===== config.mk =====
export PLATFORM = sky130hd
export DESIGN_NAME = project_config_token_parser_top
export DESIGN_NICKNAME = d
export VERILOG_FILES = /design/src/rtl/pcp_pkg.sv /design/src/rtl/pcp_front.sv /design/src/rtl/pcp_queue.sv /design/src/rtl/pcp_back.sv /design/src/rtl/project_config_token_parser_top.sv
export SDC_FILE = /design/constraint.sdc
export NUM_CORES = 1
export LEC_CHECK = 0
export BUFFER_PORTS_ARGS = -buffer_cell sky130_fd_sc_hd__buf_2
export CORE_MARGIN = 2
export CORE_UTILIZATION = 55
export DETAILED_ROUTE_END_ITERATION = 8
export PLACE_DENSITY = 0.81
export SLEW_MARGIN = 20
export SYNTH_ARGS = -nofsm -noshare
export SYNTH_HDL_FRONTEND = slang
export SYNTH_HIERARCHICAL = 1
export SYNTH_SLANG_ARGS = --single-unit

===== constraint.sdc =====
create_clock -name clk -period 6.9 [get_ports clk]
set_clock_uncertainty 0.05 [all_clocks]
set_input_delay 2.07 -clock clk [delete_from_list [all_inputs] [get_ports clk]]
set_output_delay 2.07 -clock clk [all_outputs]
set_load 0.05 [all_outputs]

===== src/rtl/pcp_pkg.sv =====
// ----------------------------------------------------------------------------
// pcp_pkg: project config token parser shared definitions
// Widths, token and grammar codes, result codes and the queued token word.
// ----------------------------------------------------------------------------
package pcp_pkg;

  localparam int STACK_DEPTH = 5;
  localparam int SP_W        = $clog2(STACK_DEPTH);

  // Queue depth must be a power of two: the pointers wrap naturally.
  localparam int QUEUE_DEPTH = 2;
  localparam int QPTR_W      = (QUEUE_DEPTH > 1) ? $clog2(QUEUE_DEPTH) : 1;
  localparam int QCNT_W      = $clog2(QUEUE_DEPTH + 1);

  localparam int CLASS_W = 4;
  localparam int LINE_W  = 24;
  localparam int OFF_W   = 24;
  localparam int LEN_W   = 16;
  localparam int SPAN_W  = 24;
  localparam int END_W   = SPAN_W + 1;
  localparam int PIDX_W  = 8;

  localparam logic [SPAN_W-1:0] SPAN_MAX  = '1;
  localparam logic [PIDX_W-1:0] PCNT_MAX  = '1;

  typedef enum logic [CLASS_W-1:0] {
    TK_PROJECT = 4'd0,
    TK_NAME    = 4'd1,
    TK_OUTPUT  = 4'd2,
    TK_SOURCES = 4'd3,
    TK_INCLUDE = 4'd4,
    TK_OBRACE  = 4'd5,
    TK_CBRACE  = 4'd6,
    TK_COLON   = 4'd7,
    TK_COMMA   = 4'd8,
    TK_QUOTE   = 4'd9,
    TK_HASH    = 4'd10,
    TK_OTHER   = 4'd11
  } tok_class_t;

  typedef enum logic [3:0] {
    ST_GLOBAL   = 4'd0,
    ST_COMMENT  = 4'd1,
    ST_STRSTART = 4'd2,
    ST_STRAGG   = 4'd3,
    ST_LIST     = 4'd4,
    ST_PROJECT  = 4'd5,
    ST_P_NAME   = 4'd6,
    ST_P_OUT    = 4'd7,
    ST_P_SRC    = 4'd8,
    ST_P_INC    = 4'd9
  } gram_state_t;

  typedef enum logic [2:0] {
    EV_NONE    = 3'd0,
    EV_PROJECT = 3'd1,
    EV_ELEMENT = 3'd2,
    EV_SPAN    = 3'd3,
    EV_ERROR   = 3'd4
  } event_t;

  typedef enum logic [2:0] {
    ERR_PROPERTY   = 3'd0,
    ERR_COLON_STR  = 3'd1,
    ERR_COLON_LIST = 3'd2,
    ERR_LIST_DELIM = 3'd3,
    ERR_QUOTE      = 3'd4,
    ERR_GLOBAL     = 3'd5
  } error_t;

  typedef enum logic [1:0] {
    FLD_NAME    = 2'd0,
    FLD_OUTPUT  = 2'd1,
    FLD_SOURCES = 2'd2,
    FLD_INCLUDE = 2'd3
  } field_t;

  typedef enum logic [1:0] {
    OP_NONE    = 2'd0,
    OP_PUSH    = 2'd1,
    OP_POP     = 2'd2,
    OP_REPLACE = 2'd3
  } stack_op_t;

  typedef struct packed {
    tok_class_t         cls;
    logic [LINE_W-1:0]  line;
    logic [OFF_W-1:0]   offset;
    logic [LEN_W-1:0]   length;
    logic [END_W-1:0]   tok_end;
  } tok_word_t;

endpackage


===== src/rtl/pcp_front.sv =====
// ----------------------------------------------------------------------------
// pcp_front: token intake and classification
// Folds unknown classes, precomputes the token end offset, feeds the queue.
// ----------------------------------------------------------------------------
module pcp_front import pcp_pkg::*; (
  input  logic               in_valid,
  output logic               in_ready,
  input  logic [CLASS_W-1:0] token_class,
  input  logic [LINE_W-1:0]  token_line,
  input  logic [OFF_W-1:0]   token_offset,
  input  logic [LEN_W-1:0]   token_length,
  input  logic               q_ready,
  output logic               q_push,
  output tok_word_t          q_word
);

  tok_class_t cls;

  always_comb begin
    // fold every unlisted class code onto "other"
    if (token_class > TK_OTHER) begin
      cls = TK_OTHER;
    end else begin
      cls = tok_class_t'(token_class);
    end
  end

  assign in_ready = q_ready;
  assign q_push   = in_valid & q_ready;

  assign q_word.cls     = cls;
  assign q_word.line    = token_line;
  assign q_word.offset  = token_offset;
  assign q_word.length  = token_length;
  assign q_word.tok_end = END_W'(token_offset) + END_W'(token_length);

endmodule


===== src/rtl/pcp_queue.sv =====
// ----------------------------------------------------------------------------
// pcp_queue: token word queue
// Short FIFO between the intake and the parser core.
// ----------------------------------------------------------------------------
module pcp_queue import pcp_pkg::*; (
  input  logic      clk,
  input  logic      rst,
  input  logic      push,
  input  tok_word_t push_word,
  output logic      ready,
  input  logic      pop,
  output logic      valid,
  output tok_word_t head
);

  tok_word_t          entries [QUEUE_DEPTH];
  logic [QPTR_W-1:0]  wr_ptr;
  logic [QPTR_W-1:0]  rd_ptr;
  logic [QCNT_W-1:0]  count;
  logic               do_push;
  logic               do_pop;

  assign ready   = (count != QCNT_W'(QUEUE_DEPTH));
  assign valid   = (count != '0);
  assign head    = entries[rd_ptr];
  assign do_push = push & ready;
  assign do_pop  = pop & valid;

  always_ff @(posedge clk) begin
    if (rst) begin
      wr_ptr <= '0;
      rd_ptr <= '0;
      count  <= '0;
    end else begin
      if (do_push) begin
        wr_ptr <= wr_ptr + 1'b1;
      end
      if (do_pop) begin
        rd_ptr <= rd_ptr + 1'b1;
      end
      if (do_push && !do_pop) begin
        count <= count + 1'b1;
      end else if (!do_push && do_pop) begin
        count <= count - 1'b1;
      end
    end
  end

  always_ff @(posedge clk) begin
    if (do_push) begin
      entries[wr_ptr] <= push_word;
    end
  end

`ifndef NO_ASSERTIONS
  a_count_bound: assert property (@(posedge clk) disable iff (rst)
    count <= QCNT_W'(QUEUE_DEPTH))
    else $error("queue count beyond depth");

  a_empty_ptrs: assert property (@(posedge clk) disable iff (rst)
    (count == '0) |-> (wr_ptr == rd_ptr))
    else $error("empty queue with split pointers");
`endif

endmodule


===== src/rtl/pcp_back.sv =====
// ----------------------------------------------------------------------------
// pcp_back: grammar stack and event generation
// Runs one token per cycle, unless the output stalls, against the state stack and registers the event.
// ----------------------------------------------------------------------------
module pcp_back import pcp_pkg::*; (
  input  logic               clk,
  input  logic               rst,
  input  logic               q_valid,
  input  tok_word_t          q_word,
  output logic               q_pop,
  output logic               out_valid,
  input  logic               out_ready,
  output logic [2:0]         event_kind,
  output logic [1:0]         target_field,
  output logic [SPAN_W-1:0]  span_start,
  output logic [SPAN_W-1:0]  span_length,
  output logic [2:0]         error_kind,
  output logic [PIDX_W-1:0]  project_index
);

  // stack kept as a shift line: entry 0 is the top
  gram_state_t         stack [STACK_DEPTH];
  logic [SP_W-1:0]     sp;
  logic [LINE_W-1:0]   last_line;
  logic                first_seen;
  field_t              cur_field;
  logic [SPAN_W-1:0]   value_start;
  logic [SPAN_W-1:0]   value_len;
  logic                value_empty;
  logic [PIDX_W-1:0]   project_count;
  logic                error_seen;

  gram_state_t         stack_next [STACK_DEPTH];
  logic [SP_W-1:0]     sp_next;
  field_t              cur_field_next;
  logic [SPAN_W-1:0]   value_start_next;
  logic [SPAN_W-1:0]   value_len_next;
  logic                value_empty_next;
  logic [PIDX_W-1:0]   project_count_next;

  gram_state_t         view [STACK_DEPTH];
  logic [SP_W-1:0]     sp_view;
  gram_state_t         st;
  stack_op_t           op;
  gram_state_t         op_state;
  logic                newline;
  logic                pop_comment;
  logic                err;
  error_t              ek;
  event_t              ev;
  field_t              tf;
  logic [SPAN_W-1:0]   s_start;
  logic [SPAN_W-1:0]   s_len;
  logic [END_W-1:0]    diff;
  logic [PIDX_W-1:0]   pc_eff;
  logic                step;

  event_t              ev_q;
  field_t              tf_q;
  error_t              ek_q;
  logic [SPAN_W-1:0]   s_start_q;
  logic [SPAN_W-1:0]   s_len_q;
  logic [PIDX_W-1:0]   pidx_q;

  assign q_pop = q_valid && (!out_valid || out_ready);
  assign step  = q_pop;

  always_comb begin
    newline     = !first_seen || (q_word.line > last_line);
    pop_comment = newline && (stack[0] == ST_COMMENT) && (sp != '0);

    // drop a comment that ends at this line break
    for (int i = 0; i < STACK_DEPTH - 1; i++) begin
      view[i] = pop_comment ? stack[i+1] : stack[i];
    end
    view[STACK_DEPTH-1] = pop_comment ? ST_GLOBAL : stack[STACK_DEPTH-1];
    sp_view = pop_comment ? (sp - 1'b1) : sp;
    st      = view[0];

    op                 = OP_NONE;
    op_state           = ST_GLOBAL;
    err                = 1'b0;
    ek                 = ERR_PROPERTY;
    ev                 = EV_NONE;
    tf                 = FLD_NAME;
    s_start            = '0;
    s_len              = '0;
    diff               = '0;
    cur_field_next     = cur_field;
    value_start_next   = value_start;
    value_len_next     = value_len;
    value_empty_next   = value_empty;
    project_count_next = project_count;

    unique case (st)
      ST_GLOBAL: begin
        if (q_word.cls == TK_PROJECT) begin
          op = OP_PUSH; op_state = ST_PROJECT;
        end else if (q_word.cls == TK_HASH) begin
          op = OP_PUSH; op_state = ST_COMMENT;
        end else begin
          err = 1'b1; ek = ERR_GLOBAL;
        end
      end
      ST_PROJECT: begin
        unique case (q_word.cls)
          TK_NAME:    begin op = OP_PUSH; op_state = ST_P_NAME;  end
          TK_OUTPUT:  begin op = OP_PUSH; op_state = ST_P_OUT;   end
          TK_SOURCES: begin op = OP_PUSH; op_state = ST_P_SRC;   end
          TK_INCLUDE: begin op = OP_PUSH; op_state = ST_P_INC;   end
          TK_HASH:    begin op = OP_PUSH; op_state = ST_COMMENT; end
          TK_CBRACE:  op = OP_POP;
          TK_OBRACE: begin
            ev = EV_PROJECT;
            if (project_count != PCNT_MAX) begin
              project_count_next = project_count + 1'b1;
            end
          end
          default: begin
            err = 1'b1; ek = ERR_PROPERTY;
          end
        endcase
      end
      ST_P_NAME, ST_P_OUT: begin
        if (q_word.cls == TK_COLON) begin
          cur_field_next   = (st == ST_P_NAME) ? FLD_NAME : FLD_OUTPUT;
          value_empty_next = 1'b1;
          op = OP_REPLACE; op_state = ST_STRSTART;
        end else begin
          err = 1'b1; ek = ERR_COLON_STR;
        end
      end
      ST_P_SRC, ST_P_INC: begin
        if (q_word.cls == TK_COLON) begin
          cur_field_next = (st == ST_P_SRC) ? FLD_SOURCES : FLD_INCLUDE;
          op = OP_REPLACE; op_state = ST_LIST;
        end else begin
          err = 1'b1; ek = ERR_COLON_LIST;
        end
      end
      ST_LIST: begin
        unique case (q_word.cls)
          TK_CBRACE: op = OP_POP;
          TK_OBRACE, TK_COMMA: begin
            ev               = EV_ELEMENT;
            tf               = cur_field;
            value_empty_next = 1'b1;
            op = OP_PUSH; op_state = ST_STRSTART;
          end
          TK_HASH: begin op = OP_PUSH; op_state = ST_COMMENT; end
          default: begin
            err = 1'b1; ek = ERR_LIST_DELIM;
          end
        endcase
      end
      ST_STRSTART: begin
        if (q_word.cls == TK_QUOTE) begin
          op = OP_REPLACE; op_state = ST_STRAGG;
        end else if (q_word.cls == TK_HASH) begin
          op = OP_PUSH; op_state = ST_COMMENT;
        end else begin
          err = 1'b1; ek = ERR_QUOTE;
        end
      end
      ST_STRAGG: begin
        if (q_word.cls == TK_QUOTE) begin
          op = OP_POP;
        end else begin
          if (value_empty) begin
            // open a fresh span at this token
            value_start_next = q_word.offset;
            value_len_next   = SPAN_W'(q_word.length);
            value_empty_next = (q_word.length == '0);
          end else if (q_word.tok_end < END_W'(value_start)) begin
            value_len_next = '0;
          end else begin
            diff           = q_word.tok_end - END_W'(value_start);
            value_len_next = diff[END_W-1] ? SPAN_MAX : diff[SPAN_W-1:0];
          end
          ev      = EV_SPAN;
          tf      = cur_field;
          s_start = value_start_next;
          s_len   = value_len_next;
        end
      end
      default: ;
    endcase

    for (int i = 0; i < STACK_DEPTH; i++) begin
      stack_next[i] = view[i];
    end
    sp_next = sp_view;
    case (op)
      OP_PUSH: begin
        // a push onto a full stack is dropped
        if (sp_view != SP_W'(STACK_DEPTH - 1)) begin
          stack_next[0] = op_state;
          for (int i = 1; i < STACK_DEPTH; i++) begin
            stack_next[i] = view[i-1];
          end
          sp_next = sp_view + 1'b1;
        end
      end
      OP_POP: begin
        if (sp_view != '0) begin
          for (int i = 0; i < STACK_DEPTH - 1; i++) begin
            stack_next[i] = view[i+1];
          end
          stack_next[STACK_DEPTH-1] = ST_GLOBAL;
          sp_next = sp_view - 1'b1;
        end
      end
      OP_REPLACE: stack_next[0] = op_state;
      default: ;
    endcase

    if (err) begin
      ev = EV_ERROR;
    end

    pc_eff = error_seen ? project_count : project_count_next;

    // stuck in error: report nothing
    if (error_seen) begin
      ev      = EV_NONE;
      tf      = FLD_NAME;
      ek      = ERR_PROPERTY;
      s_start = '0;
      s_len   = '0;
      err     = 1'b0;
    end
  end

  always_ff @(posedge clk) begin
    if (rst) begin
      for (int i = 0; i < STACK_DEPTH; i++) begin
        stack[i] <= ST_GLOBAL;
      end
      sp            <= '0;
      last_line     <= '0;
      first_seen    <= 1'b0;
      cur_field     <= FLD_NAME;
      value_start   <= '0;
      value_len     <= '0;
      value_empty   <= 1'b1;
      project_count <= '0;
      error_seen    <= 1'b0;
    end else if (step && !error_seen) begin
      for (int i = 0; i < STACK_DEPTH; i++) begin
        stack[i] <= stack_next[i];
      end
      sp            <= sp_next;
      cur_field     <= cur_field_next;
      value_start   <= value_start_next;
      value_len     <= value_len_next;
      value_empty   <= value_empty_next;
      project_count <= project_count_next;
      if (err) begin
        error_seen <= 1'b1;
      end else begin
        first_seen <= 1'b1;
        last_line  <= q_word.line;
      end
    end
  end

  always_ff @(posedge clk) begin
    if (rst) begin
      out_valid <= 1'b0;
    end else if (step) begin
      out_valid <= 1'b1;
    end else if (out_ready) begin
      out_valid <= 1'b0;
    end
  end

  always_ff @(posedge clk) begin
    if (step) begin
      ev_q      <= ev;
      tf_q      <= tf;
      ek_q      <= ek;
      s_start_q <= s_start;
      s_len_q   <= s_len;
      pidx_q    <= (pc_eff == '0) ? '0 : (pc_eff - 1'b1);
    end
  end

  assign event_kind    = ev_q;
  assign target_field  = tf_q;
  assign error_kind    = ek_q;
  assign span_start    = s_start_q;
  assign span_length   = s_len_q;
  assign project_index = pidx_q;

`ifndef NO_ASSERTIONS
  a_error_sticky: assert property (@(posedge clk) disable iff (rst)
    error_seen |=> error_seen)
    else $error("error flag cleared without reset");

  a_stack_floor: assert property (@(posedge clk) disable iff (rst)
    (sp == '0) |-> (stack[0] == ST_GLOBAL))
    else $error("empty stack top is not global scope");

  a_error_event: assert property (@(posedge clk) disable iff (rst)
    (out_valid && (event_kind == EV_ERROR)) |-> error_seen)
    else $error("error event without error flag");

  a_count_no_wrap: assert property (@(posedge clk) disable iff (rst)
    (project_count != '0) |=> (project_count != '0))
    else $error("project count wrapped");
`endif

endmodule


===== src/rtl/project_config_token_parser_top.sv =====
// ----------------------------------------------------------------------------
// project_config_token_parser_top: project config token parser
// Pushdown parser over classified tokens, one event word per token.
// ----------------------------------------------------------------------------
// Usage:
//   Input channel (in_valid/in_ready) takes one classified token word per
//   accept: class, line, byte offset and length. Output channel
//   (out_valid/out_ready) returns exactly one event word per token, in order:
//   nothing, new project, new list element, string span update or syntax
//   error, with the current project index.
//   An accepted word is written into the queue, and the core then registers
//   its event in the output register.
//   Throughput: one token per cycle while the receiver keeps up, set by the
//   grammar stack update in the parser core.
//   A two-word queue separates intake from the core; when the receiver
//   stalls, the core holds its event register and the queue fills, then
//   in_ready drops.
//   After a syntax error every later token yields a "nothing" event until
//   reset. Reset (rst, synchronous) empties the queue and the output
//   register, returns the stack to global scope and clears all counters.
// ----------------------------------------------------------------------------
module project_config_token_parser_top import pcp_pkg::*; (
  input  logic               clk,
  input  logic               rst,
  input  logic               in_valid,
  output logic               in_ready,
  input  logic [CLASS_W-1:0] token_class,
  input  logic [LINE_W-1:0]  token_line,
  input  logic [OFF_W-1:0]   token_offset,
  input  logic [LEN_W-1:0]   token_length,
  output logic               out_valid,
  input  logic               out_ready,
  output logic [2:0]         event_kind,
  output logic [1:0]         target_field,
  output logic [SPAN_W-1:0]  span_start,
  output logic [SPAN_W-1:0]  span_length,
  output logic [2:0]         error_kind,
  output logic [PIDX_W-1:0]  project_index
);

  logic      q_ready;
  logic      q_push;
  tok_word_t q_word_in;
  logic      q_valid;
  logic      q_pop;
  tok_word_t q_head;

  pcp_front u_front (
    .in_valid     (in_valid),
    .in_ready     (in_ready),
    .token_class  (token_class),
    .token_line   (token_line),
    .token_offset (token_offset),
    .token_length (token_length),
    .q_ready      (q_ready),
    .q_push       (q_push),
    .q_word       (q_word_in)
  );

  pcp_queue u_queue (
    .clk       (clk),
    .rst       (rst),
    .push      (q_push),
    .push_word (q_word_in),
    .ready     (q_ready),
    .pop       (q_pop),
    .valid     (q_valid),
    .head      (q_head)
  );

  pcp_back u_back (
    .clk           (clk),
    .rst           (rst),
    .q_valid       (q_valid),
    .q_word        (q_head),
    .q_pop         (q_pop),
    .out_valid     (out_valid),
    .out_ready     (out_ready),
    .event_kind    (event_kind),
    .target_field  (target_field),
    .span_start    (span_start),
    .span_length   (span_length),
    .error_kind    (error_kind),
    .project_index (project_index)
  );

endmodule

==> results of run 1 <==
synthesized netlist by cell type, types with 45 or more instances:
cell type  instances  area (um2)
mux2i_1           80         801
nor2_1           156         586
a21oi_1           87         435
clkbuf_1          45         169
o21ai_0           47         235
inv_1             85         319
dfxtp_1           70        1400
mux2_2            95        1070
buf_4             67         503
ha_1              78         976
nand2_1           96         360
edfxtp_1         270        8110
worst min-delay path: stages, from the launching register on:
cell	delay [ns]
dfxtp_1	0.32
mux2i_1	0.06
nor2_1	0.08
cell families after synthesis:
| kind of cell | synth area share, % |
|---|---|
| compound gates | 10.8 |
| xor+xnor | 2.84 |
| fa+ha+maj | 5.59 |
| buf+inv | 6.35 |
| flops | 52.3 |
| mux | 10.5 |
| simple gates | 11.7 |
metrics by stage:
| stage | total power [mW] | instance area [um2] | utilization (%) |
|---|---|---|---|
| after global placement | 6.33 | 18700 | 57.6 |
| final | 8.38 | 20000 | 61.3 |
| after floorplan | 5.70 | 18200 | - |
| after global routing | 8.81 | 20000 | 61.3 |
| after CTS | 8.39 | 20000 | 61.3 |
| after detailed placement | 6.41 | 18700 | 57.6 |
registers in the layout (all words and copies together) (netlist names), 2 cells and up, named ones only:
| name | count |
|---|---|
| u_back/cur_field | 2 |
| u_back/error_kind | 3 |
| u_back/event_kind | 3 |
| u_back/last_line | 24 |
| u_back/project_count | 8 |
| u_back/project_index | 8 |
| u_back/sp | 3 |
| u_back/span_length | 24 |
| u_back/span_start | 24 |
| u_back/stack | 20 |
| u_back/target_field | 2 |
| u_back/value_start | 24 |
| u_queue/count | 2 |
| u_queue/entries | 186 |
routing by layer:
layer	wire (um)	global-route usage, %	vias to the layer above
met5	24	0	-
met2	19000	38.1	484
met3	2560	3.58	78
li1	-	-	5901
met1	18200	32.4	6063
met4	1090	7.65	4
power groups by stage:
stage	clock [mW]	combinational (mW)	sequential, mW
after floorplan	0	2.20	3.50
after global placement	0	3.28	3.04
after detailed placement	0	3.34	3.06
after CTS	1.99	3.37	3.02
after global routing	2.07	3.68	3.07
final	1.96	3.40	3.03
worst max path at each step:
stage | slack (ns) | startpoint | end | cells past startpoint
2_1_floorplan | 1.23 | flip-flop | u_back/stack[0][14]$_SDFFCE_PN0P_ | 24
3_3_place_gp | 1.09 | flip-flop | u_back/stack[0][15]$_SDFFCE_PN0P_ | 19
3_5_place_dp | 0.97 | flip-flop | u_back/stack[0][14]$_SDFFCE_PN0P_ | 19
4_1_cts | 0.94 | flip-flop | u_back/stack[0][14]$_SDFFCE_PN0P_ | 19
5_1_grt | 0.57 | flip-flop | u_back/stack[0][13]$_SDFFCE_PN0P_ | 20
6_report | 0.88 | flip-flop | u_back/stack[0][14]$_SDFFCE_PN0P_ | 19
cells in the final DEF, fill, tap and decap left out, types with 29 or more instances in the layout:
master	Yosys	routed
nor2_1	156	156
o21ai_0	47	47
edfxtp_1	270	270
a21oi_1	87	87
inv_1	85	83
mux2i_1	80	80
mux2_2	95	95
ha_1	78	78
dfxtp_1	70	69
nand3_1	29	29
buf_2	5	137
xnor2_1	30	30
xor2_1	29	29
clkbuf_16	0	38
nand2_1	96	96
final cells by class:
type	instances	area, um2	share of cell area (%)
repair buffers	155	821	4.11
diodes	3	7.51	0.0376
inverters	85	322	1.61
multi-input cells	1036	7530	37.7
well taps	442	553	2.77
clock inverters	18	185	0.928
flip-flops and latches	340	9510	47.7
clock buffers	49	1030	5.17
==> reports/results.md, run 1 <==
| Stage | Result | This run |
|:---|:---|:---|
| global route | Wire length of the first global-routing pass | 64.0 mm |
| finish | Synth-to-layout area growth | 9.76% |
| placement | Routability-driven placement congestion ratio | 0.934 |
| die | X dimension of the die | 186 um |
| critical path | Required time at the endpoint of the critical path | 7.09 ns |
| power and ir drop | Sw power | 3.26 mW |
| timing | Upper clock frequency limit | 166 MHz |
| critical path | Kind of capture point of the worst setup path | flip-flop |
| critical path | Start-to-end type of the worst setup path | reg -> reg |
| global route | Overflow after GRT | 0 |
| synth | Mean cell area of the mapped netlist | 11.4 um2 |
| placement | # placed instances | 2058 |
| flow run | Number of max-cap violations | 0 |
| global route | Pin count of the biggest net entering global routing | 67 |
| critical path | Crit path cell chain | mux2_2, ha_1, nand4_2, nor4_4, o31a_2, o31a_2, a41oi_2, or4_4, o22ai_1, a21oi_1, or2_2, and4_1, ha_1, a221oi_1, buf_4, nor2_1, a21o_1, a222oi_1, nor2_1 |
| detailed routing | Initial drt markers | 1438 |
| synth | Number of synthesized register bits | 340 |
| power and ir drop | Sw Share | 38.9% |
| detailed routing | Post-DR wirelength/cell | 19.2 um |
| min path | Worst hold path depth | 2 |
| timing | Crit share post-route | 87.3% |
| critical path | Cell with the biggest individual delay on the critical path | or4_4 |
| timing | Setup_tns | 0 ns |
| critical path | Critical Path Fanout Max | 30 |
| critical path | Largest incremental delay on the critical path | 0.66 ns |
| finish | Layout cell share with drive strength beyond 1 | 20.4% |
| global route | Via count of the first global-routing pass | 12300 |
| timing | Hold Worst Slack | 0.442 ns |
| timing | Unrepaired setup endpoints after global routing | no |
| detailed routing | Via count of the routed design | 12500 |
| synth | Count of flip-flops with a built-in enable after synthesis | 270 |
| synth | Yosys Warn Count | 6 |
| global route | GRT Resource Usage Total | 23.5% |
| timing | Clock period minus worst slack | 6.02 ns |
| finish | Number of standard cells in the final layout excluding fillers | 2128 |
| synth | Post-synthesis cell area | 0.0182 mm2 |
| power and ir drop | Internal Pwr Total | 5.12 mW |
| power and ir drop | Standby leakage power | 7.51 nW |
| min path | Min-Delay Startpoint | u_back/last_line[2]$_SDFFE_PP0P_ |
| critical path | Critical path buffers and inverters | 1 |
| die | Initial core utilization | 55.9% |
| clock tree | Setup Buffers After CTS | 0 |
| detailed routing | DRC errors left | 0 |
| power and ir drop | Worst voltage drop across the vdd grid | 0.261 mV |
| clock tree | Number of buffers on the longest clock path | 3 |
| critical path | Top delay family on crit path | compound AO/OA/AOI/OAI gates |
| critical path | Worst R2R End | u_back/stack[0][14]$_SDFFCE_PN0P_ |
| synth | Share of synthesized registers carrying an async set or reset | 0% |
| clock tree | Clock Latency Late Sink | 0.52 ns |
| run status | Run status | complete, no violations |
| die | Vert. Die Dim | 186 um |
| die | Num ports | 138 |
| power and ir drop | Fraction of power consumed by combinational cells | 40.5% |
| clock tree | Post-cts repair resize count | 0 |
| timing | Relative max-transition margin | 28.7% |
| synth | Most common flop cell mapped by yosys | edfxtp_1 |
| die | Area inside the core boundary | 0.0325 mm2 |
| critical path | Nature of the critical path startpoint | flip-flop |
| critical path | Worst Path Arrival | 6.22 ns |
| die | Row count | 66 |
| min path | Capture endpoint of the worst hold path | u_back/last_line[2]$_SDFFE_PP0P_ |
| detailed routing | Vias per cell | 5.89 |
| timing | Number of failing hold endpoints at the final stage | 0 |
| clock tree | H-tree level count | 2 |
| synth | Sequential share of the synthesized area | 52.3% |
| power and ir drop | PwrDens | 420 mW/mm2 |
| critical path | Length in cells of the worst reg-to-reg path | 19 |
| clock tree | TritonCTS sink count | 340 |
| finish | Layout Nets | 1807 |
| clock tree | Clock transition at the registers of the reported paths | 0.06 ns |
| die | Die area | 0.0345 mm2 |
| power and ir drop | Clock power share | 23.4% |
| clock tree | CTS root buffer | clkbuf_16 |
| placement | Pre-CTS worst setup slack | 0.974 ns |
| synth | Distinct cells, synth | 82 |
| timing | Max Slew Vio Count | 0 |
| detailed routing | Final antenna-violating net count | 0 |
| detailed routing | Routed wire length | 40.9 mm |
| power and ir drop | Sequential share of power | 36.1% |
| detailed routing | TritonRoute pass-1 iters | 6 |
| synth | Synthesized Nets | 1743 |
| clock tree | Number of CTS-inserted buffers | 37 |
| placement | Total of buffers placed on input and output ports | 137 |
| timing | Endpoints failing setup | 0 |
| clock tree | TritonCTS clock tree | yes |
| critical path | Worst R2R Setup Slack | 0.88 ns |
| clock tree | Number of buffers added to fix hold violations after cts | 0 |
| min path | Worst hold path class | reg -> reg |
| global route | Number of antenna violations at the first check in global routing | 4 |
| finish | Filler Cells Inserted | 2591 |
| timing | Transition time at the pin with the least slew margin | 1.07 ns |
| placement | Final HPWL DP | 28.1 mm |
| synth | Post-Syn Instances | 1591 |
| timing | Final Worst Setup Slack | 0.880 ns |
(Power assumes the default switching activity.)
==> run 2: changes to the inputs <==
CELL_PAD_IN_SITES_DETAIL_PLACEMENT = 1   (was unset)
CELL_PAD_IN_SITES_GLOBAL_PLACEMENT = 2   (was unset)
CORE_UTILIZATION = 41   (was 55)
PLACE_DENSITY = 0.87   (was 0.81)
SYNTH_HIERARCHICAL = unset   (was 1)
==> run 2 against run 1 <==
Compared with the run above: synthesized cell count is 4.8% lower; power rose by 6.7%; setup slack worse by 0.096 ns; core utilization is 14 points lower; hold slack worse by 0.012 ns; sequential cell count unchanged; combinational power is 11% higher; sequential share of layout area is 0.25 points higher; sequential power increased by 2%; clock power up 7%; critical path type unchanged.
==> reports/results.md, run 2 <==
| Stage | Result | This run | Delta |
|:---|:---|:---|:---|
| run status | Run status | complete, no violations | unchanged |
| placement | Total of buffers placed on input and output ports | 137 | unchanged |
| timing | Setup_tns | 0 ns | unchanged |
| detailed routing | Via count of the routed design | 12400 | was 12500 |
| timing | Transition time at the pin with the least slew margin | 1.06 ns | was 1.07 ns |
| die | Area inside the core boundary | 0.0419 mm2 | was 0.0325 mm2 |
| power and ir drop | Standby leakage power | 7.23 nW | was 7.51 nW |
| placement | Final HPWL DP | 31.5 mm | was 28.1 mm |
| clock tree | Setup Buffers After CTS | 0 | unchanged |
| clock tree | Post-cts repair resize count | 0 | unchanged |
| power and ir drop | Worst voltage drop across the vdd grid | 0.240 mV | was 0.261 mV |
| critical path | Worst R2R Setup Slack | 0.78 ns | was 0.88 ns |
| die | Row count | 75 | was 66 |
| min path | Worst hold path class | reg -> reg | unchanged |
| die | Vert. Die Dim | 210 um | was 186 um |
| min path | Capture endpoint of the worst hold path | u_back.first_seen$_SDFFE_PP0P_ | was u_back/last_line[2]$_SDFFE_PP0P_ |
| detailed routing | DRC errors left | 0 | unchanged |
| global route | Wire length of the first global-routing pass | 73.5 mm | was 64.0 mm |
| global route | Number of antenna violations at the first check in global routing | 1 | was 4 |
| global route | Overflow after GRT | 0 | unchanged |
| global route | GRT Resource Usage Total | 21.2% | was 23.5% |
| timing | Number of failing hold endpoints at the final stage | 0 | unchanged |
| power and ir drop | Clock power share | 23.5% | was 23.4% |
| clock tree | Number of CTS-inserted buffers | 40 | was 37 |
| clock tree | CTS root buffer | clkbuf_16 | unchanged |
| critical path | Worst Path Arrival | 6.33 ns | was 6.22 ns |
| placement | # placed instances | 2136 | was 2058 |
| clock tree | Clock transition at the registers of the reported paths | 0.06 ns | about the same |
| power and ir drop | Fraction of power consumed by combinational cells | 42.1% | was 40.5% |
| timing | Upper clock frequency limit | 164 MHz | was 166 MHz |
| finish | Top reg by flops | u_queue.entries | was u_queue/entries |
| critical path | Nature of the critical path startpoint | flip-flop | unchanged |
| detailed routing | Routed wire length | 46.3 mm | was 40.9 mm |
| timing | Relative max-transition margin | 29.5% | was 28.7% |
| critical path | Top delay family on crit path | compound AO/OA/AOI/OAI gates | unchanged |
| die | X dimension of the die | 210 um | was 186 um |
| min path | Worst hold path depth | 2 | unchanged |
| critical path | Library cell appearing most often on the critical path | nor2_1 |  |
| global route | Pin count of the biggest net entering global routing | 67 | unchanged |
| synth | Most frequent cells after synthesis | edfxtp_1 (270), nor2_1 (149), a21oi_1 (119), inv_1 (79), ha_1 (78) | was edfxtp_1 (270), nor2_1 (156), nand2_1 (96), mux2_2 (95), a21oi_1 (87) |
| power and ir drop | PwrDens | 450 mW/mm2 | was 420 mW/mm2 |
| power and ir drop | Sw power | 3.67 mW | was 3.26 mW |
| finish | Filler Cells Inserted | 4476 | was 2591 |
| power and ir drop | Sw Share | 41.0% | was 38.9% |
| critical path | Worst R2R End | u_back.stack[0][9]$_SDFFCE_PN0P_ | was u_back/stack[0][14]$_SDFFCE_PN0P_ |
| power and ir drop | Internal Pwr Total | 5.27 mW | was 5.12 mW |
| synth | Synthesized Nets | 1666 | was 1743 |
| finish | Number of standard cells in the final layout excluding fillers | 2212 | was 2128 |
| critical path | Cell with the biggest individual delay on the critical path | o311ai_0 | was or4_4 |
| critical path | Length in cells of the worst reg-to-reg path | 20 | was 19 |
| detailed routing | TritonRoute pass-1 iters | 5 | was 6 |
| timing | Clock period minus worst slack | 6.12 ns | was 6.02 ns |
| clock tree | TritonCTS clock tree | yes | unchanged |
| synth | Top cells by area, synth | edfxtp_1 (47%), dfxtp_1 (8.1%), ha_1 (5.6%) | was edfxtp_1 (45%), dfxtp_1 (7.7%), mux2_2 (5.9%) |
| synth | Yosys Warn Count | 0 | was 6 |
| finish | Synth-to-layout area growth | 14.7% | was 9.76% |
| critical path | Required time at the endpoint of the critical path | 7.12 ns | was 7.09 ns |
| synth | Mean cell area of the mapped netlist | 11.4 um2 | about the same |
| synth | Portion of synthesized cell area occupied by the leading cell type | 46.8% | was 44.6% |
| die | Num ports | 138 | unchanged |
| synth | Distinct cells, synth | 85 | was 82 |
| finish | Layout cell share with drive strength beyond 1 | 19.6% | was 20.4% |
| critical path | Kind of capture point of the worst setup path | flip-flop | unchanged |
| critical path | Critical path depth in cells | 20 | was 19 |
| finish | Most common cell after layout, fill and taps aside | edfxtp_1 | unchanged |
| synth | Post-Syn Instances | 1514 | was 1591 |
| min path | Min-Delay Startpoint | u_back.first_seen$_SDFFE_PP0P_ | was u_back/last_line[2]$_SDFFE_PP0P_ |
| synth | Cell taking the most area after synthesis | edfxtp_1 | unchanged |
| clock tree | TritonCTS sink count | 340 | unchanged |
| die | Die area | 0.0439 mm2 | was 0.0345 mm2 |
| timing | Endpoints failing setup | 0 | unchanged |
| synth | Number of synthesized register bits | 340 | unchanged |
| power and ir drop | Sequential share of power | 34.4% | was 36.1% |
| critical path | Critical Path Fanout Max | 28 | was 30 |
| detailed routing | Initial drt markers | 763 | was 1438 |
| critical path | Start-to-end type of the worst setup path | reg -> reg | unchanged |
| finish | Layout Nets | 1792 | was 1807 |
| critical path | Largest incremental delay on the critical path | 0.63 ns | was 0.66 ns |
| critical path | Crit path cell chain | mux2_2, ha_1, nor2b_1, o211ai_2, a21oi_1, o31a_1, o2111ai_1, and2_1, nor2_1, a211oi_1, a311oi_1, o311ai_0, inv_1, ha_1, a22o_1, nor2_1, nor2_1, or2_2, a221oi_1, nor2_1 | was mux2_2, ha_1, nand4_2, nor4_4, o31a_2, o31a_2, a41oi_2, or4_4, o22ai_1, a21oi_1, or2_2, and4_1, ha_1, a221oi_1, buf_4, nor2_1, a21o_1, a222oi_1, nor2_1 |
| placement | Routability-driven placement congestion ratio | 0.826 | was 0.934 |
| timing | Max Slew Vio Count | 0 | unchanged |
| clock tree | Number of buffers added to fix hold violations after cts | 0 | unchanged |
| global route | Via count of the first global-routing pass | 13000 | was 12300 |
| synth | Leading cell type by number of instances after synthesis | edfxtp_1 | unchanged |
| clock tree | H-tree level count | 2 | unchanged |
| clock tree | Number of buffers on the longest clock path | 3 | unchanged |
| clock tree | Clock Latency Late Sink | 0.56 ns | was 0.52 ns |
| timing | Crit share post-route | 88.6% | was 87.3% |
| synth | Post-synthesis cell area | 0.0173 mm2 | was 0.0182 mm2 |
| die | Initial core utilization | 41.4% | was 55.9% |
| detailed routing | Post-DR wirelength/cell | 20.9 um | was 19.2 um |
| synth | Count of flip-flops with a built-in enable after synthesis | 270 | unchanged |
| finish | Number of flip-flops under the largest register name | 186 | unchanged |
| finish | Top library cells by usage in the layout, fill and taps aside | edfxtp_1 (270), nor2_1 (146), buf_2 (137) | was edfxtp_1 (270), nor2_1 (156), buf_2 (137) |
| flow run | Number of max-cap violations | 0 | unchanged |
| detailed routing | Final antenna-violating net count | 0 | unchanged |
| timing | Unrepaired setup endpoints after global routing | no | unchanged |
| critical path | Critical path buffers and inverters | 1 | unchanged |
| synth | Share of synthesized registers carrying an async set or reset | 0% | unchanged |
| synth | Sequential share of the synthesized area | 54.9% | was 52.3% |
| detailed routing | Vias per cell | 5.60 | was 5.89 |
| synth | Most common flop cell mapped by yosys | edfxtp_1 | unchanged |
-- run 2: cell families after synthesis --
kind of cell / share of synthesized area [%]
and+or+nand+nor: 11.9
AOI/OAI and AO/OA: 12.9
DFF: 54.9
buffers and inverters: 3.64
muxes: 7.46
adders and majority gates: 5.87
xor gates and xnor gates: 3.29
-- run 2: final cells by class --
cell class	instances	area (um2)	share of cell area, %
Antenna cell	1	2.50	0.0126
Timing Repair Buffer	158	863	4.35
Tap cell	539	674	3.40
Sequential cell	340	9510	47.9
Multi-Input combinational cell	1021	7210	36.3
Clock buffer	52	1100	5.53
Clock inverter	22	203	1.02
Inverter	79	297	1.49
-- run 2: how the worst max path moves through the flow --
stage	from	to	slack, ns
2_1_floorplan	in_valid	u_queue.entries[0][0]$_DFFE_PP_	0.25
3_3_place_gp	flip-flop	u_back.stack[0][9]$_SDFFCE_PN0P_	0.97
3_5_place_dp	flip-flop	u_back.stack[0][9]$_SDFFCE_PN0P_	0.83
4_1_cts	flip-flop	u_back.stack[0][9]$_SDFFCE_PN0P_	0.81
5_1_grt	flip-flop	u_back.stack[0][9]$_SDFFCE_PN0P_	0.22
6_report	flip-flop	u_back.stack[0][9]$_SDFFCE_PN0P_	0.78
-- run 2: layer usage --
metal,global-route usage (%),up-vias,share of wire (%)
li1,-,5886,-
met2,35.6,247,48
met3,2.83,66,3.9
met4,6.53,2,2.2
met5,0,-,0.024
met1,28.7,6182,46
-- run 2: power groups by stage --
stage / Sequential (mW) / Clock, mW / Combinational (mW)
2_1_floorplan: 3.52 / 0 / 2.34
3_3_place_gp: 3.09 / 0 / 3.62
3_5_place_dp: 3.12 / 0 / 3.74
4_1_cts: 3.08 / 2.15 / 3.78
5_1_grt: 3.13 / 2.22 / 4.12
6_report: 3.08 / 2.10 / 3.76
-- run 2: through the flow --
stage	hold WS, ns	total power [mW]	utilization, %	area [um2]	worst slack [ns]
global route	0.495	9.47	47.4	19900	0.219
CTS	0.434	9.01	47.4	19800	0.810
global placement	0.408	6.71	44.2	18500	0.971
finish	0.430	8.94	47.4	19900	0.784
detailed placement	0.419	6.86	44.3	18500	0.835
floorplan	0.387	5.87	-	17300	0.250
-- run 2: tightest hold or removal path, stage by stage (launching register included) --
cell,delay [ns]
dfxtp_1,0.33
a21oi_1,0.05
nor2_1,0.07
==> run 3: changes to the inputs <==
CAP_MARGIN = 20   (was unset)
HOLD_SLACK_MARGIN = 0.02   (was unset)
RECOVER_POWER = 25   (was unset)
==> run 3 against run 2 <==
Compared with the run above: the run now ends with max-capacitance violations, max-slew violations left; critical path depth stayed put; count of clock-buffer cells in the layout stayed put; die area stayed put; cell area is 0.47% lower; combinational power hardly changed; via count is 0.46% higher; sequential power hardly changed; critical endpoint unchanged.
==> reports/results.md, run 3 (synthesis results as in run 2) <==
| Stage | Result | This run | Delta |
|:---|:---|:---|:---|
| timing | Max Slew Vio Count | 129 | was 0 |
| finish | Layout cell share with drive strength beyond 1 | 15.8% | was 19.6% |
| timing | Relative max-transition margin | -89.6% | was 29.5% |
| global route | Number of antenna violations at the first check in global routing | 1 | unchanged |
| timing | Endpoints failing setup | 0 | unchanged |
| run status | Violations in the final reports | max-capacitance violations, max-slew violations |  |
| timing | Unrepaired setup endpoints after global routing | no | unchanged |
| critical path | Kind of capture point of the worst setup path | flip-flop | unchanged |
| power and ir drop | Standby leakage power | 7.07 nW | was 7.23 nW |
| clock tree | Number of buffers added to fix hold violations after cts | 0 | unchanged |
| finish | Synth-to-layout area growth | 14.1% | was 14.7% |
| die | X dimension of the die | 210 um | unchanged |
| detailed routing | Via count of the routed design | 12400 | about the same |
| die | Die area | 0.0439 mm2 | unchanged |
| die | Row count | 75 | unchanged |
| placement | # placed instances | 2136 | unchanged |
| global route | Pin count of the biggest net entering global routing | 67 | unchanged |
| critical path | Critical Path Fanout Max | 28 | unchanged |
| placement | Final HPWL DP | 31.5 mm | unchanged |
| timing | Upper clock frequency limit | 164 MHz | about the same |
| global route | Overflow after GRT | 0 | unchanged |
| clock tree | CTS root buffer | clkbuf_16 | unchanged |
| power and ir drop | Total power after layout | 8.94 mW | about the same |
| critical path | CP endpoint | u_back.stack[0][9]$_SDFFCE_PN0P_ | unchanged |
| critical path | Worst R2R End | u_back.stack[0][9]$_SDFFCE_PN0P_ | unchanged |
| critical path | Nature of the critical path startpoint | flip-flop | unchanged |
| placement | Total of buffers placed on input and output ports | 137 | unchanged |
| finish | Most common cell after layout, fill and taps aside | edfxtp_1 | unchanged |
| timing | Transition time at the pin with the least slew margin | 2.84 ns | was 1.06 ns |
| timing | Number of failing hold endpoints at the final stage | 0 | unchanged |
| finish | Number of flip-flops under the largest register name | 186 | unchanged |
| clock tree | TritonCTS sink count | 340 | unchanged |
| detailed routing | Vias per cell | 5.63 | was 5.60 |
| critical path | Largest incremental delay on the critical path | 0.64 ns | was 0.63 ns |
| global route | GRT Resource Usage Total | 21.2% | unchanged |
| clock tree | Setup Buffers After CTS | 0 | unchanged |
| clock tree | TritonCTS clock tree | yes | unchanged |
| detailed routing | Routed wire length | 46.4 mm | was 46.3 mm |
| placement | Routability-driven placement congestion ratio | 0.826 | unchanged |
| critical path | Cell with the biggest individual delay on the critical path | o311ai_0 | unchanged |
| clock tree | Number of buffers on the longest clock path | 3 | unchanged |
| finish | Top reg by flops | u_queue.entries | unchanged |
| global route | Via count of the first global-routing pass | 13000 | unchanged |
| timing | Setup_tns | 0 ns | unchanged |
| global route | Wire length of the first global-routing pass | 73.5 mm | unchanged |
| min path | Worst hold path class | reg -> reg | unchanged |
| clock tree | Post-cts repair resize count | 0 | unchanged |
| clock tree | Clock transition at the registers of the reported paths | 0.05 ns | was 0.06 ns |
| detailed routing | Post-DR wirelength/cell | 21.0 um | was 20.9 um |
| clock tree | Clock Latency Late Sink | 0.56 ns | about the same |
| finish | Top library cells by usage in the layout, fill and taps aside | edfxtp_1 (270), nor2_1 (147), a21oi_1 (119) | was edfxtp_1 (270), nor2_1 (146), buf_2 (137) |
| detailed routing | Final antenna-violating net count | 0 | unchanged |
| power and ir drop | PwrDens | 452 mW/mm2 | was 450 mW/mm2 |
| die | Initial core utilization | 41.4% | unchanged |
| detailed routing | DRC errors left | 0 | unchanged |
| critical path | Length in cells of the worst reg-to-reg path | 20 | unchanged |
| timing | Clock period minus worst slack | 6.10 ns | was 6.12 ns |
| finish | Diode insertion count for antenna repair | 0 | was 1 |
| flow run | Number of max-cap violations | 3 | was 0 |
| die | Num ports | 138 | unchanged |
| critical path | Crit path cell chain | mux2_2, ha_1, nor2b_1, o211ai_2, a21oi_1, o31a_1, o2111ai_1, and2_1, nor2_1, a211oi_1, a311oi_1, o311ai_0, inv_1, ha_1, a22o_1, nor2_1, nor2_1, or2_2, a221oi_1, nor2_1 | unchanged |
| power and ir drop | Worst voltage drop across the vdd grid | 0.236 mV | was 0.240 mV |
| critical path | Start-to-end type of the worst setup path | reg -> reg | unchanged |
| finish | Number of standard cells in the final layout excluding fillers | 2211 | was 2212 |
| critical path | Required time at the endpoint of the critical path | 7.12 ns | about the same |
| critical path | Worst R2R Setup Slack | 0.80 ns | was 0.78 ns |
| critical path | Library cell appearing most often on the critical path | nor2_1 | unchanged |
| die | Area inside the core boundary | 0.0419 mm2 | unchanged |
| detailed routing | Initial drt markers | 786 | was 763 |
| clock tree | H-tree level count | 2 | unchanged |
| finish | Layout Nets | 1792 | unchanged |
| run status | Run status | finished with violations | was complete, no violations |
| die | Vert. Die Dim | 210 um | unchanged |
| clock tree | Number of CTS-inserted buffers | 40 | unchanged |
| critical path | Worst Path Arrival | 6.32 ns | was 6.33 ns |
| detailed routing | TritonRoute pass-1 iters | 5 | unchanged |
| timing | Crit share post-route | 88.5% | was 88.6% |
[run 3: cell count changes in the layout (fill, tap and decap cells not counted)]
cell,previous run,this run
nor2_1,146,147
and3_1,15,16
nor2_4,2,1
and3_4,2,1
diode_2,1,0
clkbuf_1,9,70
buf_4,19,18
buf_2,137,77
[run 3: routing by layer]
metal / part of all wire [%] / GRT usage [%]
met4: 2.2 / 6.53
met1: 46 / 28.7
met3: 4.2 / 2.83
met5: 0.024 / 0
met2: 48 / 35.6
[run 3: worst min-delay path by stage]
| stage | startpoint | end | slack [ns] | cells after the start |
|---|---|---|---|---|
| 5_1_grt | u_back.out_valid$_SDFFE_PP0P_ | u_back.out_valid$_SDFFE_PP0P_ | 0.50 | 2 |
| 3_5_place_dp | u_back.first_seen$_SDFFE_PP0P_ | u_back.first_seen$_SDFFE_PP0P_ | 0.42 | 2 |
| 6_report | u_back.first_seen$_SDFFE_PP0P_ | u_back.first_seen$_SDFFE_PP0P_ | 0.43 | 2 |
| 4_1_cts | u_back.first_seen$_SDFFE_PP0P_ | u_back.first_seen$_SDFFE_PP0P_ | 0.43 | 2 |
| 2_1_floorplan | u_back.first_seen$_SDFFE_PP0P_ | u_back.first_seen$_SDFFE_PP0P_ | 0.39 | 2 |
| 3_3_place_gp | u_back.first_seen$_SDFFE_PP0P_ | u_back.first_seen$_SDFFE_PP0P_ | 0.41 | 2 |
[run 3: cell type report]
cell class	count	area [um2]
Clock buffer	52	1100
Clock inverter	22	203
Fill cell	4516	22100
Inverter	79	297
Multi-Input combinational cell	1021	7190
Sequential cell	340	9510
Tap cell	539	674
Timing Repair Buffer	158	785
[run 3: per-stage QoR]
stage	util [%]	hold slack (ns)	area (um2)	setup slack, ns
2_1_floorplan	-	0.387	17300	0.250
3_5_place_dp	44.3	0.419	18500	0.835
5_1_grt	47.2	0.495	19800	0.219
6_report	47.2	0.433	19800	0.796
3_3_place_gp	44.2	0.408	18500	0.971
4_1_cts	47.4	0.434	19800	0.810
[run 3: power breakdown]
part / switching (mW) / total, mW / internal (mW)
Combinational: 2.55 / 3.76 / 1.21
Clock: 0.859 / 2.10 / 1.24
Sequential: 0.264 / 3.08 / 2.82
[run 3: worst max-delay path, delay by kind of cell (launching register included)]
kind / cells / cell delay (ns)
flops: 1 / 0.60
compound gates: 9 / 2.38
mux: 1 / 0.41
simple gates: 7 / 1.61
buf+inv: 1 / 0.14
fa+ha+maj: 2 / 0.59
